<file path="src/rtl/kgf_pkg.sv">
package kgf_pkg;

  localparam int SignalWidthDef = 32;
  localparam int CovFracBitsDef = 28;

  localparam int CfgAddrW = 4;

  localparam logic [1:0] REG_Q_ANGLE = 2'd0;
  localparam logic [1:0] REG_Q_BIAS  = 2'd1;
  localparam logic [1:0] REG_R_MEAS  = 2'd2;
  localparam logic [1:0] REG_DT      = 2'd3;

  localparam logic [31:0] Q_ANGLE_RST = 32'd4294967;
  localparam logic [31:0] Q_BIAS_RST  = 32'd12884902;
  localparam logic [31:0] R_MEAS_RST  = 32'd2147483648;
  localparam logic [31:0] DT_RST      = 32'd5368709;

  // datapath steps, each one multiply and its write back
  localparam int OpW = 4;
  localparam logic [OpW-1:0] OP_ANGLE_PRED = 4'd0;
  localparam logic [OpW-1:0] OP_C00_PRED   = 4'd1;
  localparam logic [OpW-1:0] OP_C01_PRED   = 4'd2;
  localparam logic [OpW-1:0] OP_C11_PRED   = 4'd3;
  localparam logic [OpW-1:0] OP_C10_CORR   = 4'd4;
  localparam logic [OpW-1:0] OP_C11_CORR   = 4'd5;
  localparam logic [OpW-1:0] OP_C00_CORR   = 4'd6;
  localparam logic [OpW-1:0] OP_C01_CORR   = 4'd7;
  localparam logic [OpW-1:0] OP_ANGLE_CORR = 4'd8;
  localparam logic [OpW-1:0] OP_BIAS_CORR  = 4'd9;

  typedef struct packed {
    logic signed [31:0] angle_meas;
    logic signed [31:0] rate_meas;
  } in_beat_t;

  typedef struct packed {
    logic signed [31:0] angle_est;
    logic signed [31:0] rate_est;
  } out_beat_t;

  typedef struct packed {
    logic           load;
    logic           mul_start;
    logic           mul_wb;
    logic           div_start;
    logic           div_wb;
    logic           div_sel;
    logic           emit;
    logic [OpW-1:0] op;
  } cmd_t;

  typedef struct packed {
    logic mul_done;
    logic div_done;
  } status_t;

endpackage

</file>
<file path="src/rtl/kgf_mul.sv">
module kgf_mul #(
  parameter int DW   = 34,
  parameter int FRAC = 28
) (
  input  logic                         clk_i,
  input  logic                         rst_ni,
  input  logic                         start_i,
  input  logic                         frac_i,
  input  logic signed [DW-1:0]         a_i,
  input  logic signed [DW-1:0]         b_i,
  output logic                         done_o,
  output logic signed [2*DW:0]         res_o
);
  localparam int PW = 2 * DW;
  localparam int CW = $clog2(DW + 1);
  localparam logic [PW:0] RndF  = (PW+1)'(1) << (FRAC - 1);
  localparam logic [PW:0] Rnd32 = (PW+1)'(1) << 31;

  logic [DW-1:0] xm_q, ym_q;
  logic [PW-1:0] acc_q;
  logic          neg_q, frac_q, done_q;
  logic [CW-1:0] cnt_q;
  logic [PW:0]   rnd, shd;

  always_ff @(posedge clk_i or negedge rst_ni) begin
    if (!rst_ni) begin
      cnt_q  <= '0;
      done_q <= 1'b0;
    end else if (start_i) begin
      cnt_q  <= CW'(DW);
      done_q <= 1'b0;
    end else if (cnt_q != '0) begin
      cnt_q  <= cnt_q - CW'(1);
      done_q <= (cnt_q == CW'(1));
    end else begin
      done_q <= 1'b0;
    end
  end

  // shift-add over the multiplier magnitude, MSB first
  always_ff @(posedge clk_i) begin
    if (start_i) begin
      xm_q   <= a_i[DW-1] ? DW'(-a_i) : DW'(a_i);
      ym_q   <= b_i[DW-1] ? DW'(-b_i) : DW'(b_i);
      neg_q  <= a_i[DW-1] ^ b_i[DW-1];
      frac_q <= frac_i;
      acc_q  <= '0;
    end else if (cnt_q != '0) begin
      acc_q <= {acc_q[PW-2:0], 1'b0} + (ym_q[DW-1] ? PW'(xm_q) : '0);
      ym_q  <= {ym_q[DW-2:0], 1'b0};
    end
  end

  // round half away from zero on the magnitude
  assign rnd    = {1'b0, acc_q} + (frac_q ? RndF : Rnd32);
  assign shd    = frac_q ? (rnd >> FRAC) : (rnd >> 32);
  assign res_o  = neg_q ? -$signed({1'b0, shd[PW-1:0]}) : $signed({1'b0, shd[PW-1:0]});
  assign done_o = done_q;

endmodule

</file>
<file path="src/rtl/kgf_div.sv">
module kgf_div #(
  parameter int FRAC = 28
) (
  input  logic               clk_i,
  input  logic               rst_ni,
  input  logic               start_i,
  input  logic signed [31:0] num_i,
  input  logic [31:0]        den_i,
  output logic               done_o,
  output logic signed [31:0] quo_o
);
  localparam int NW = 32 + FRAC;
  localparam int CW = $clog2(NW + 1);

  logic [NW-1:0] num_q, quo_q;
  logic [32:0]   rem_q, rem_sh;
  logic [31:0]   den_q, nmag;
  logic          neg_q, done_q, fits;
  logic [CW-1:0] cnt_q;

  assign nmag   = num_i[31] ? 32'(-num_i) : 32'(num_i);
  assign rem_sh = {rem_q[31:0], num_q[NW-1]};

  always_ff @(posedge clk_i or negedge rst_ni) begin
    if (!rst_ni) begin
      cnt_q  <= '0;
      done_q <= 1'b0;
    end else if (start_i) begin
      cnt_q  <= CW'(NW);
      done_q <= 1'b0;
    end else if (cnt_q != '0) begin
      cnt_q  <= cnt_q - CW'(1);
      done_q <= (cnt_q == CW'(1));
    end else begin
      done_q <= 1'b0;
    end
  end

  // restoring division, one quotient bit per cycle
  always_ff @(posedge clk_i) begin
    if (start_i) begin
      num_q <= {nmag, {FRAC{1'b0}}};
      den_q <= den_i;
      neg_q <= num_i[31];
      rem_q <= '0;
      quo_q <= '0;
    end else if (cnt_q != '0) begin
      num_q <= {num_q[NW-2:0], 1'b0};
      if (rem_sh >= {1'b0, den_q}) begin
        rem_q <= rem_sh - {1'b0, den_q};
        quo_q <= {quo_q[NW-2:0], 1'b1};
      end else begin
        rem_q <= rem_sh;
        quo_q <= {quo_q[NW-2:0], 1'b0};
      end
    end
  end

  always_comb begin
    if (neg_q) begin
      fits  = (quo_q[NW-1:32] == '0) && !(quo_q[31] && (quo_q[30:0] != '0));
      quo_o = fits ? $signed(-quo_q[31:0]) : $signed({1'b1, 31'd0});
    end else begin
      fits  = (quo_q[NW-1:31] == '0);
      quo_o = fits ? $signed(quo_q[31:0]) : $signed({1'b0, {31{1'b1}}});
    end
  end

  assign done_o = done_q;

endmodule

</file>
<file path="src/rtl/kgf_datapath.sv">
module kgf_datapath #(
  parameter int SW   = 32,
  parameter int FRAC = 28
) (
  input  logic               clk_i,
  input  logic               rst_ni,
  input  kgf_pkg::cmd_t      cmd_i,
  output kgf_pkg::status_t   status_o,
  input  kgf_pkg::in_beat_t  in_data_i,
  input  logic [31:0]        q_angle_i,
  input  logic [31:0]        q_bias_i,
  input  logic [31:0]        r_meas_i,
  input  logic [31:0]        dt_i,
  output kgf_pkg::out_beat_t out_data_o
);
  import kgf_pkg::*;

  localparam int DW = ((SW > 32) ? SW : 32) + 2;
  localparam int PW = 2 * DW;
  localparam int RW = PW + 1;
  localparam int AW = PW + 2;
  localparam int SH = 32 - FRAC;
  localparam logic signed [AW-1:0] SwMax  = {{(AW-SW+1){1'b0}}, {(SW-1){1'b1}}};
  localparam logic signed [AW-1:0] SwMin  = ~SwMax;
  localparam logic signed [AW-1:0] C32Max = {{(AW-31){1'b0}}, {31{1'b1}}};
  localparam logic signed [AW-1:0] C32Min = ~C32Max;
  localparam logic signed [31:0]   CovOne = 32'sd1 <<< FRAC;

  function automatic logic [31:0] to_cov(input logic [31:0] q);
    logic [32:0] t;
    t = {1'b0, q} + (33'd1 << (SH - 1));
    return 32'(t >> SH);
  endfunction

  function automatic logic signed [SW-1:0] sat_sw(input logic signed [AW-1:0] v);
    logic signed [AW-1:0] r;
    r = v;
    if (v > SwMax) r = SwMax;
    if (v < SwMin) r = SwMin;
    return r[SW-1:0];
  endfunction

  function automatic logic signed [31:0] sat32(input logic signed [AW-1:0] v);
    logic signed [AW-1:0] r;
    r = v;
    if (v > C32Max) r = C32Max;
    if (v < C32Min) r = C32Min;
    return r[31:0];
  endfunction

  logic signed [SW-1:0] angle_q, bias_q;
  logic signed [31:0]   c00_q, c01_q, c10_q, c11_q, k0_q, k1_q, am_q, rm_q;
  logic signed [DW-1:0] err_q, op_a, op_b, rm_bias, err_now;
  logic                 op_frac;
  logic signed [RW-1:0] prod;
  logic signed [31:0]   quo, div_num;
  logic signed [33:0]   innov;
  logic                 innov_pos;
  logic                 mul_done, div_done;
  out_beat_t            out_q;

  assign rm_bias   = DW'(rm_q) - DW'(bias_q);
  assign err_now   = DW'(am_q) - DW'(angle_q);
  assign innov     = $signed({2'b00, to_cov(r_meas_i)}) + 34'(c00_q);
  assign innov_pos = !innov[33] && (innov != '0);
  assign div_num   = cmd_i.div_sel ? c10_q : c00_q;

  always_comb begin
    op_frac = 1'b1;
    op_a    = '0;
    op_b    = '0;
    unique case (cmd_i.op)
      OP_ANGLE_PRED: begin
        op_frac = 1'b0;
        op_a    = rm_bias;
        op_b    = $signed(DW'(dt_i));
      end
      OP_C00_PRED: begin
        op_frac = 1'b0;
        op_a    = $signed(DW'(to_cov(q_angle_i))) - DW'(c01_q) - DW'(c10_q);
        op_b    = $signed(DW'(dt_i));
      end
      OP_C01_PRED: begin
        op_frac = 1'b0;
        op_a    = -DW'(c11_q);
        op_b    = $signed(DW'(dt_i));
      end
      OP_C11_PRED: begin
        op_frac = 1'b0;
        op_a    = $signed(DW'(to_cov(q_bias_i)));
        op_b    = $signed(DW'(dt_i));
      end
      OP_C10_CORR: begin
        op_a = DW'(k1_q);
        op_b = DW'(c00_q);
      end
      OP_C11_CORR: begin
        op_a = DW'(k1_q);
        op_b = DW'(c01_q);
      end
      OP_C00_CORR: begin
        op_a = DW'(k0_q);
        op_b = DW'(c00_q);
      end
      OP_C01_CORR: begin
        op_a = DW'(k0_q);
        op_b = DW'(c01_q);
      end
      OP_ANGLE_CORR: begin
        op_a = DW'(k0_q);
        op_b = err_q;
      end
      OP_BIAS_CORR: begin
        op_a = DW'(k1_q);
        op_b = err_q;
      end
      default: begin
        op_a = '0;
        op_b = '0;
      end
    endcase
  end

  kgf_mul #(.DW(DW), .FRAC(FRAC)) u_mul (
    .clk_i   (clk_i),
    .rst_ni  (rst_ni),
    .start_i (cmd_i.mul_start),
    .frac_i  (op_frac),
    .a_i     (op_a),
    .b_i     (op_b),
    .done_o  (mul_done),
    .res_o   (prod)
  );

  kgf_div #(.FRAC(FRAC)) u_div (
    .clk_i   (clk_i),
    .rst_ni  (rst_ni),
    .start_i (cmd_i.div_start),
    .num_i   (div_num),
    .den_i   (innov[31:0]),
    .done_o  (div_done),
    .quo_o   (quo)
  );

  assign status_o = '{mul_done: mul_done, div_done: div_done};

  always_ff @(posedge clk_i or negedge rst_ni) begin
    if (!rst_ni) begin
      angle_q <= '0;
      bias_q  <= '0;
      c00_q   <= CovOne;
      c01_q   <= '0;
      c10_q   <= '0;
      c11_q   <= CovOne;
    end else if (cmd_i.mul_wb) begin
      case (cmd_i.op)
        OP_ANGLE_PRED: angle_q <= sat_sw(AW'(angle_q) + AW'(prod));
        OP_C00_PRED:   c00_q   <= sat32(AW'(c00_q) + AW'(prod));
        OP_C01_PRED: begin
          c01_q <= sat32(AW'(c01_q) + AW'(prod));
          c10_q <= sat32(AW'(c10_q) + AW'(prod));
        end
        OP_C11_PRED:   c11_q   <= sat32(AW'(c11_q) + AW'(prod));
        OP_C10_CORR:   c10_q   <= sat32(AW'(c10_q) - AW'(prod));
        OP_C11_CORR:   c11_q   <= sat32(AW'(c11_q) - AW'(prod));
        OP_C00_CORR:   c00_q   <= sat32(AW'(c00_q) - AW'(prod));
        OP_C01_CORR:   c01_q   <= sat32(AW'(c01_q) - AW'(prod));
        OP_ANGLE_CORR: angle_q <= sat_sw(AW'(angle_q) + AW'(prod));
        OP_BIAS_CORR:  bias_q  <= sat_sw(AW'(bias_q) + AW'(prod));
        default:       angle_q <= angle_q;
      endcase
    end
  end

  always_ff @(posedge clk_i) begin
    if (cmd_i.load) begin
      am_q <= in_data_i.angle_meas;
      rm_q <= in_data_i.rate_meas;
    end
    // latch the innovation once the prediction is done
    if (cmd_i.div_start && !cmd_i.div_sel) begin
      err_q <= err_now;
    end
    if (cmd_i.div_wb) begin
      if (cmd_i.div_sel) begin
        k1_q <= innov_pos ? quo : '0;
      end else begin
        k0_q <= innov_pos ? quo : '0;
      end
    end
    if (cmd_i.emit) begin
      out_q.angle_est <= sat32(AW'(angle_q));
      out_q.rate_est  <= sat32(AW'(sat_sw(AW'(rm_bias))));
    end
  end

  assign out_data_o = out_q;

endmodule

</file>
<file path="src/rtl/kgf_ctrl.sv">
module kgf_ctrl (
  input  logic             clk_i,
  input  logic             rst_ni,
  input  logic             in_valid_i,
  output logic             in_stall_o,
  output logic             out_valid_o,
  input  logic             out_stall_i,
  input  kgf_pkg::status_t status_i,
  output kgf_pkg::cmd_t    cmd_o
);
  import kgf_pkg::*;

  localparam logic [2:0] ST_IDLE     = 3'd0;
  localparam logic [2:0] ST_MUL_GO   = 3'd1;
  localparam logic [2:0] ST_MUL_WAIT = 3'd2;
  localparam logic [2:0] ST_DIV_GO   = 3'd3;
  localparam logic [2:0] ST_DIV_WAIT = 3'd4;
  localparam logic [2:0] ST_OUT      = 3'd5;

  logic [2:0]     state_q, state_d;
  logic [OpW-1:0] op_q, op_d;
  logic           sel_q, sel_d;
  logic           out_valid_q, out_valid_d;
  cmd_t           cmd;

  always_comb begin
    state_d     = state_q;
    op_d        = op_q;
    sel_d       = sel_q;
    cmd         = '0;
    cmd.op      = op_q;
    cmd.div_sel = sel_q;
    unique case (state_q)
      ST_IDLE: begin
        if (in_valid_i) begin
          cmd.load = 1'b1;
          op_d     = OP_ANGLE_PRED;
          state_d  = ST_MUL_GO;
        end
      end
      ST_MUL_GO: begin
        cmd.mul_start = 1'b1;
        state_d       = ST_MUL_WAIT;
      end
      ST_MUL_WAIT: begin
        if (status_i.mul_done) begin
          cmd.mul_wb = 1'b1;
          if (op_q == OP_C11_PRED) begin
            sel_d   = 1'b0;
            state_d = ST_DIV_GO;
          end else if (op_q == OP_BIAS_CORR) begin
            state_d = ST_OUT;
          end else begin
            op_d    = op_q + OpW'(1);
            state_d = ST_MUL_GO;
          end
        end
      end
      ST_DIV_GO: begin
        cmd.div_start = 1'b1;
        state_d       = ST_DIV_WAIT;
      end
      ST_DIV_WAIT: begin
        if (status_i.div_done) begin
          cmd.div_wb = 1'b1;
          if (!sel_q) begin
            sel_d   = 1'b1;
            state_d = ST_DIV_GO;
          end else begin
            op_d    = OP_C10_CORR;
            state_d = ST_MUL_GO;
          end
        end
      end
      ST_OUT: begin
        // hold until the output register is free
        if (!out_valid_q || !out_stall_i) begin
          cmd.emit = 1'b1;
          state_d  = ST_IDLE;
        end
      end
      default: state_d = ST_IDLE;
    endcase
  end

  assign out_valid_d = cmd.emit || (out_valid_q && out_stall_i);

  always_ff @(posedge clk_i or negedge rst_ni) begin
    if (!rst_ni) begin
      state_q     <= ST_IDLE;
      op_q        <= OP_ANGLE_PRED;
      sel_q       <= 1'b0;
      out_valid_q <= 1'b0;
    end else begin
      state_q     <= state_d;
      op_q        <= op_d;
      sel_q       <= sel_d;
      out_valid_q <= out_valid_d;
    end
  end

  assign cmd_o       = cmd;
  assign in_stall_o  = (state_q != ST_IDLE);
  assign out_valid_o = out_valid_q;

endmodule

</file>
<file path="src/rtl/angle_gyro_kalman_filter.sv">
// A beat is worked through the bit-serial multiplier and divider; in_stall_o stays high until
//   its result is in the output register, so no new beat is taken before then.
// A result waiting in the output register does not block the next input beat.
// Reset: asynchronous, active low; state clears, covariance goes to identity,
//   tuning registers take their defaults. No clearing pass.
module angle_gyro_kalman_filter #(
  parameter int SIGNAL_WIDTH  = kgf_pkg::SignalWidthDef,
  parameter int COV_FRAC_BITS = kgf_pkg::CovFracBitsDef
) (
  input  logic                          clk_i,
  input  logic                          rst_ni,
  input  logic                          in_valid_i,
  output logic                          in_stall_o,
  input  kgf_pkg::in_beat_t             in_data_i,
  output logic                          out_valid_o,
  input  logic                          out_stall_i,
  output kgf_pkg::out_beat_t            out_data_o,
  input  logic                          psel,
  input  logic                          penable,
  input  logic                          pwrite,
  input  logic [kgf_pkg::CfgAddrW-1:0]  paddr,
  input  logic [31:0]                   pwdata,
  output logic [31:0]                   prdata,
  output logic                          pready
);
  import kgf_pkg::*;

  logic [31:0]  q_angle_q, q_bias_q, r_meas_q, dt_q;
  logic [1:0]   reg_idx;
  logic         cfg_wr;
  cmd_t         cmd;
  status_t      status;

  // Register map: word index from paddr[3:2]; all four words are writable.
  assign reg_idx = paddr[3:2];
  assign cfg_wr  = psel && penable && pwrite;
  assign pready  = 1'b1;

  always_ff @(posedge clk_i or negedge rst_ni) begin
    if (!rst_ni) begin
      q_angle_q <= Q_ANGLE_RST;
      q_bias_q  <= Q_BIAS_RST;
      r_meas_q  <= R_MEAS_RST;
      dt_q      <= DT_RST;
    end else if (cfg_wr) begin
      unique case (reg_idx)
        REG_Q_ANGLE: q_angle_q <= pwdata;
        REG_Q_BIAS:  q_bias_q  <= pwdata;
        REG_R_MEAS:  r_meas_q  <= pwdata;
        REG_DT:      dt_q      <= pwdata;
        default:     dt_q      <= dt_q;
      endcase
    end
  end

  always_comb begin
    unique case (reg_idx)
      REG_Q_ANGLE: prdata = q_angle_q;
      REG_Q_BIAS:  prdata = q_bias_q;
      REG_R_MEAS:  prdata = r_meas_q;
      REG_DT:      prdata = dt_q;
      default:     prdata = '0;
    endcase
  end

  // Sequencer: predict (four multiplies), two gain divisions, then six
  // correction multiplies, then one result beat into the output register.
  kgf_ctrl u_ctrl (
    .clk_i       (clk_i),
    .rst_ni      (rst_ni),
    .in_valid_i  (in_valid_i),
    .in_stall_o  (in_stall_o),
    .out_valid_o (out_valid_o),
    .out_stall_i (out_stall_i),
    .status_i    (status),
    .cmd_o       (cmd)
  );

  // Filter state, operand selection, shared multiplier and divider.
  kgf_datapath #(
    .SW   (SIGNAL_WIDTH),
    .FRAC (COV_FRAC_BITS)
  ) u_dp (
    .clk_i      (clk_i),
    .rst_ni     (rst_ni),
    .cmd_i      (cmd),
    .status_o   (status),
    .in_data_i  (in_data_i),
    .q_angle_i  (q_angle_q),
    .q_bias_i   (q_bias_q),
    .r_meas_i   (r_meas_q),
    .dt_i       (dt_q),
    .out_data_o (out_data_o)
  );

  // An accepted beat keeps the block busy on the next cycle.
  assert property (@(posedge clk_i) disable iff (!rst_ni)
    (in_valid_i && !in_stall_o) |=> in_stall_o)
    else $error("input accepted while not going busy");

  // Never overwrite a result that is still waiting.
  assert property (@(posedge clk_i) disable iff (!rst_ni)
    cmd.emit |-> !(out_valid_o && out_stall_i))
    else $error("result overwritten while stalled");

  // Multiplier and divider are never launched together.
  assert property (@(posedge clk_i) disable iff (!rst_ni)
    !(cmd.mul_start && cmd.div_start))
    else $error("multiply and divide started together");

endmodule
</file>
<file path="config.mk">
export PLATFORM = sky130hd
export DESIGN_NAME = angle_gyro_kalman_filter
export DESIGN_NICKNAME = d
export VERILOG_FILES = /design/src/rtl/kgf_pkg.sv /design/src/rtl/kgf_mul.sv /design/src/rtl/kgf_div.sv /design/src/rtl/kgf_datapath.sv /design/src/rtl/kgf_ctrl.sv /design/src/rtl/angle_gyro_kalman_filter.sv
export SDC_FILE = /design/constraint.sdc
export NUM_CORES = 2
export LEC_CHECK = 0
export BUFFER_PORTS_ARGS = -buffer_cell sky130_fd_sc_hd__buf_2
export CAP_MARGIN = 25
export CORE_UTILIZATION = 50
export CTS_CLUSTER_DIAMETER = 50
export CTS_CLUSTER_SIZE = 10
export DETAILED_ROUTE_END_ITERATION = 6
export GPL_TIMING_DRIVEN = 0
export PLACE_DENSITY = 0.66
export SYNTH_ARGS = -nofsm -noshare
export SYNTH_HDL_FRONTEND = slang
export SYNTH_SLANG_ARGS = --single-unit
</file>
<file path="constraint.sdc">
create_clock -name clk_i -period 11.3 [get_ports clk_i]
set_input_delay 2.825 -clock clk_i [delete_from_list [all_inputs] [get_ports clk_i]]
set_output_delay 2.825 -clock clk_i [all_outputs]
set_load 0.005 [all_outputs]
</file>
==> impl_metrics.json <==
{
  "r2r_slack_ns": 0.16,
  "syn_nets": 13900,
  "start_kind": "flop",
  "synth_top_family_by_area": "compound AO/OA/AOI/OAI gates",
  "fp.dieH_um": 449,
  "fin_crit_ns": 11.14,
  "worstSetupPathType": "flop to flop",
  "gp_congestion": 1.15,
  "crit_path_top_delay_cell": "or3_4",
  "vias_per_cell": 6.62,
  "timing.rr.start": "u_dp.u_mul.frac_q",
  "status": "finished, violations left",
  "grt_overflow": 0,
  "via_count": 106000,
  "intPower_w": 0.0157,
  "fin_hold_ws_ns": 0.457,
  "top_layer_used": "met5",
  "final_cell_mix": "a21oi_1 (1194), nand2_1 (1134), nor2_1 (1091)",
  "place_inst": 15800,
  "initial_utilization": 0.504,
  "cp-startpoint": "u_dp.u_mul.frac_q",
  "clk_latency_ns": 0.83,
  "nets": 14400,
  "drtIter0Drc": 13400,
  "syn_avg_cell_area_um2": 7.77,
  "slew_headroom": 0.146,
  "port_buffers": 200,
  "mostFrequentLayoutCell": "a21oi_1",
  "synthMuxAreaShare": 0.0322,
  "required_ns": 11.94,
  "n_fill_cell": 18600,
  "cts_hold_buf": 0,
  "cts_made_buffers": 134,
  "async_flop_share": 0.397,
  "dieArea_um2": 201000,
  "ir_drop_mv": 0.214,
  "violations": "design-rule violations",
  "synth-main-ff-cell": "edfxtp_1",
  "yosysWarnings": 0,
  "drv_cap": 0,
  "synth_edf_count": 360,
  "slew_viol_final": 0,
  "seqCellArea_um2": 22700,
  "synth_adder_area_share": 0.128,
  "num_io_pins": 206,
  "first_pass_iters": 7,
  "pwr-share-clk": 0.116,
  "critPathCapture": "u_dp.c01_q[28]",
  "routedWlPerCell_um": 28.1,
  "cts.clk_slew.worst_paths_ns": 0.06,
  "post-synth-top-area-fraction": 0.117,
  "syn_area_um2": 99800,
  "cts_tree": "built",
  "synth_compound_area_frac": 0.259,
  "power_switching_w": 0.0218,
  "worstPathMaxFanout": 10,
  "finalHoldViolations": 0,
  "multiInputGateArea_um2": 73200,
  "fin_area_um2": 112000,
  "finalSetupViolCount": 0,
  "fmax_mhz": 89.8,
  "synth-seq-cells": 863,
  "grt_max_degree": 129,
  "final_core_util": 0.566,
  "dr_wl_met3_mm": 43.9,
  "tightest_slew_ns": 1.28,
  "place_area_um2": 106000,
  "period_share": 0.985,
  "drc": 2,
  "die-width_um": 449,
  "pwr-share-comb": 0.742,
  "cpPeakStageDelay_ns": 0.51,
  "synth.top_cells.by_area": "ha_1 (12%), edfxtp_1 (11%), dfrtp_1 (7.7%)",
  "ff2ff_path_depth": 40,
  "routed_wl_mm": 451,
  "grt_pass1_vias": 98000,
  "grt_first_pass_wirelength_mm": 653,
  "clock_sinks": 863,
  "grt_use_total": 0.428,
  "root_buffer": "clkbuf_16",
  "synthSimpleGateAreaFrac": 0.213,
  "syn_inst": 12800,
  "met1_length_mm": 177,
  "p_leak_nw": 46.9,
  "antenna_found_initial": 39,
  "fp.coreArea_um2": 198000,
  "swShare": 0.581,
  "ctsHtreeMaxLevel": 4,
  "r2r-end": "u_dp.c01_q[28]",
  "crit_arrival_ns": 11.78,
  "end_kind": "flop",
  "ant_nets": 0,
  "finalNonFillerCells": 16100,
  "p_seq_frac": 0.142,
  "seq_area_frac_synth": 0.227,
  "wl_met2_mm": 190,
  "tns_ns": 0,
  "power.density_nw_per_um2": 335,
  "area_delta_synth_final_pct": 12.3,
  "yosysTopAreaCell": "ha_1",
  "drive_gt1_frac": 0.0921,
  "hp-class": "flop to flop",
  "skew_ns": 0.0599,
  "dp_hpwl_mm": 370,
  "synthXorXnorAreaFrac": 0.0892,
  "row_count": 163,
  "synth_cell_types": 118,
  "cts_buffer_depth": 3
}
## synthesized netlist by cell type, drive strengths merged (204+ instances only)
cell type	count
edfxtp	360
o21bai	204
ha	935
inv	704
xor2	259
xnor2	757
nor3	351
clkbuf	528
nand2	1137
o21ai	894
a21o	319
nor2	1101
nand3	336
a21oi	1206
dfrtp	306
## critical path, delay by kind of cell (launching register included)
kind / cells / cell delay, ns
buffers and inverters: 11 / 2.63
adders and majority gates: 2 / 0.49
and+or+nand+nor: 13 / 3.65
DFF: 1 / 0.36
AOI/OAI and AO/OA: 10 / 2.57
muxes: 1 / 0.21
xor gates and xnor gates: 3 / 0.99
## power groups by stage
stage / clock (W) / combinational [W] / sequential [W]
after floorplan: 0 / 0.0170 / 0.00484
after global placement: 0 / 0.0251 / 0.00535
after detailed placement: 0 / 0.0264 / 0.00533
after CTS: 0.00435 / 0.0267 / 0.00528
after global routing: 0.00448 / 0.0295 / 0.00537
final: 0.00434 / 0.0279 / 0.00535
## per-stage QoR
| step | total power [W] | setup slack [ns] |
|---|---|---|
| 4_1_cts | 0.0363 | -0.00395 |
| 5_1_grt | 0.0394 | -0.00420 |
| 6_report | 0.0376 | 0.164 |
| 3_5_place_dp | 0.0317 | -2.43 |
| 2_1_floorplan | 0.0218 | 1.38 |
| 3_3_place_gp | 0.0305 | -3.95 |
## what timing repair did
item                       4_1_cts  5_1_grt
setup endpoints to repair      192      188
resized for setup              116      215
setup buffers                   17       33
pin swaps                        7       29
hold endpoints to repair         0        0
## sequential cells by signal, summed over array words and instances (netlist names), 33 cells and up
register,flops
u_dp.err_q,33
u_dp.out_data_o,64
u_dp.u_div.quo_q,60
u_dp.u_mul.ym_q,34
u_dp.u_mul.xm_q,34
u_dp.u_mul.acc_q,68
## worst min path at each step
| stage | from | to | slack, ns | depth (start not counted) |
|---|---|---|---|---|
| 2_1_floorplan | u_dp.u_div.quo_q[59] | u_dp.u_div.quo_q[59] | 0.43 | 2 |
| 3_3_place_gp | u_dp.u_div.quo_q[59] | u_dp.u_div.quo_q[59] | 0.44 | 2 |
| 3_5_place_dp | u_dp.u_mul.acc_q[7] | u_dp.u_mul.acc_q[7] | 0.45 | 2 |
| 4_1_cts | u_dp.u_div.quo_q[40] | u_dp.u_div.quo_q[41] | 0.46 | 2 |
| 5_1_grt | u_dp.u_mul.acc_q[7] | u_dp.u_mul.acc_q[7] | 0.47 | 2 |
| 6_report | u_dp.u_mul.acc_q[7] | u_dp.u_mul.acc_q[7] | 0.46 | 2 |
## layer usage
layer,track usage,vias up
met4,0.318,14
met5,0,-
met1,0.540,51000
li1,-,48100
met2,0.642,5912
met3,0.0887,1437
## layout make-up
cell class | count | share of cell area
buffer | 627 | 0.0231
inverter | 715 | 0.0244
clock inverter | 55 | 0.00805
antenna | 24 | 0.000536
multi-input combinational | 10600 | 0.654
clock buffer | 195 | 0.0332
tap | 2640 | 0.0295
timing repair buffer | 353 | 0.0251
sequential | 863 | 0.202
## cells by family (layout without fill, tap and decap cells)
kind of cell,after synthesis,after routing
and+or+nand+nor,4325,4325
AOI/OAI and AO/OA,4019,4019
buffers and inverters,1365,1945
xor gates and xnor gates,1016,1016
adders and majority gates,995,995
DFF,863,863
muxes,263,263
other,1,25
Power figures use the tool's default switching activity.
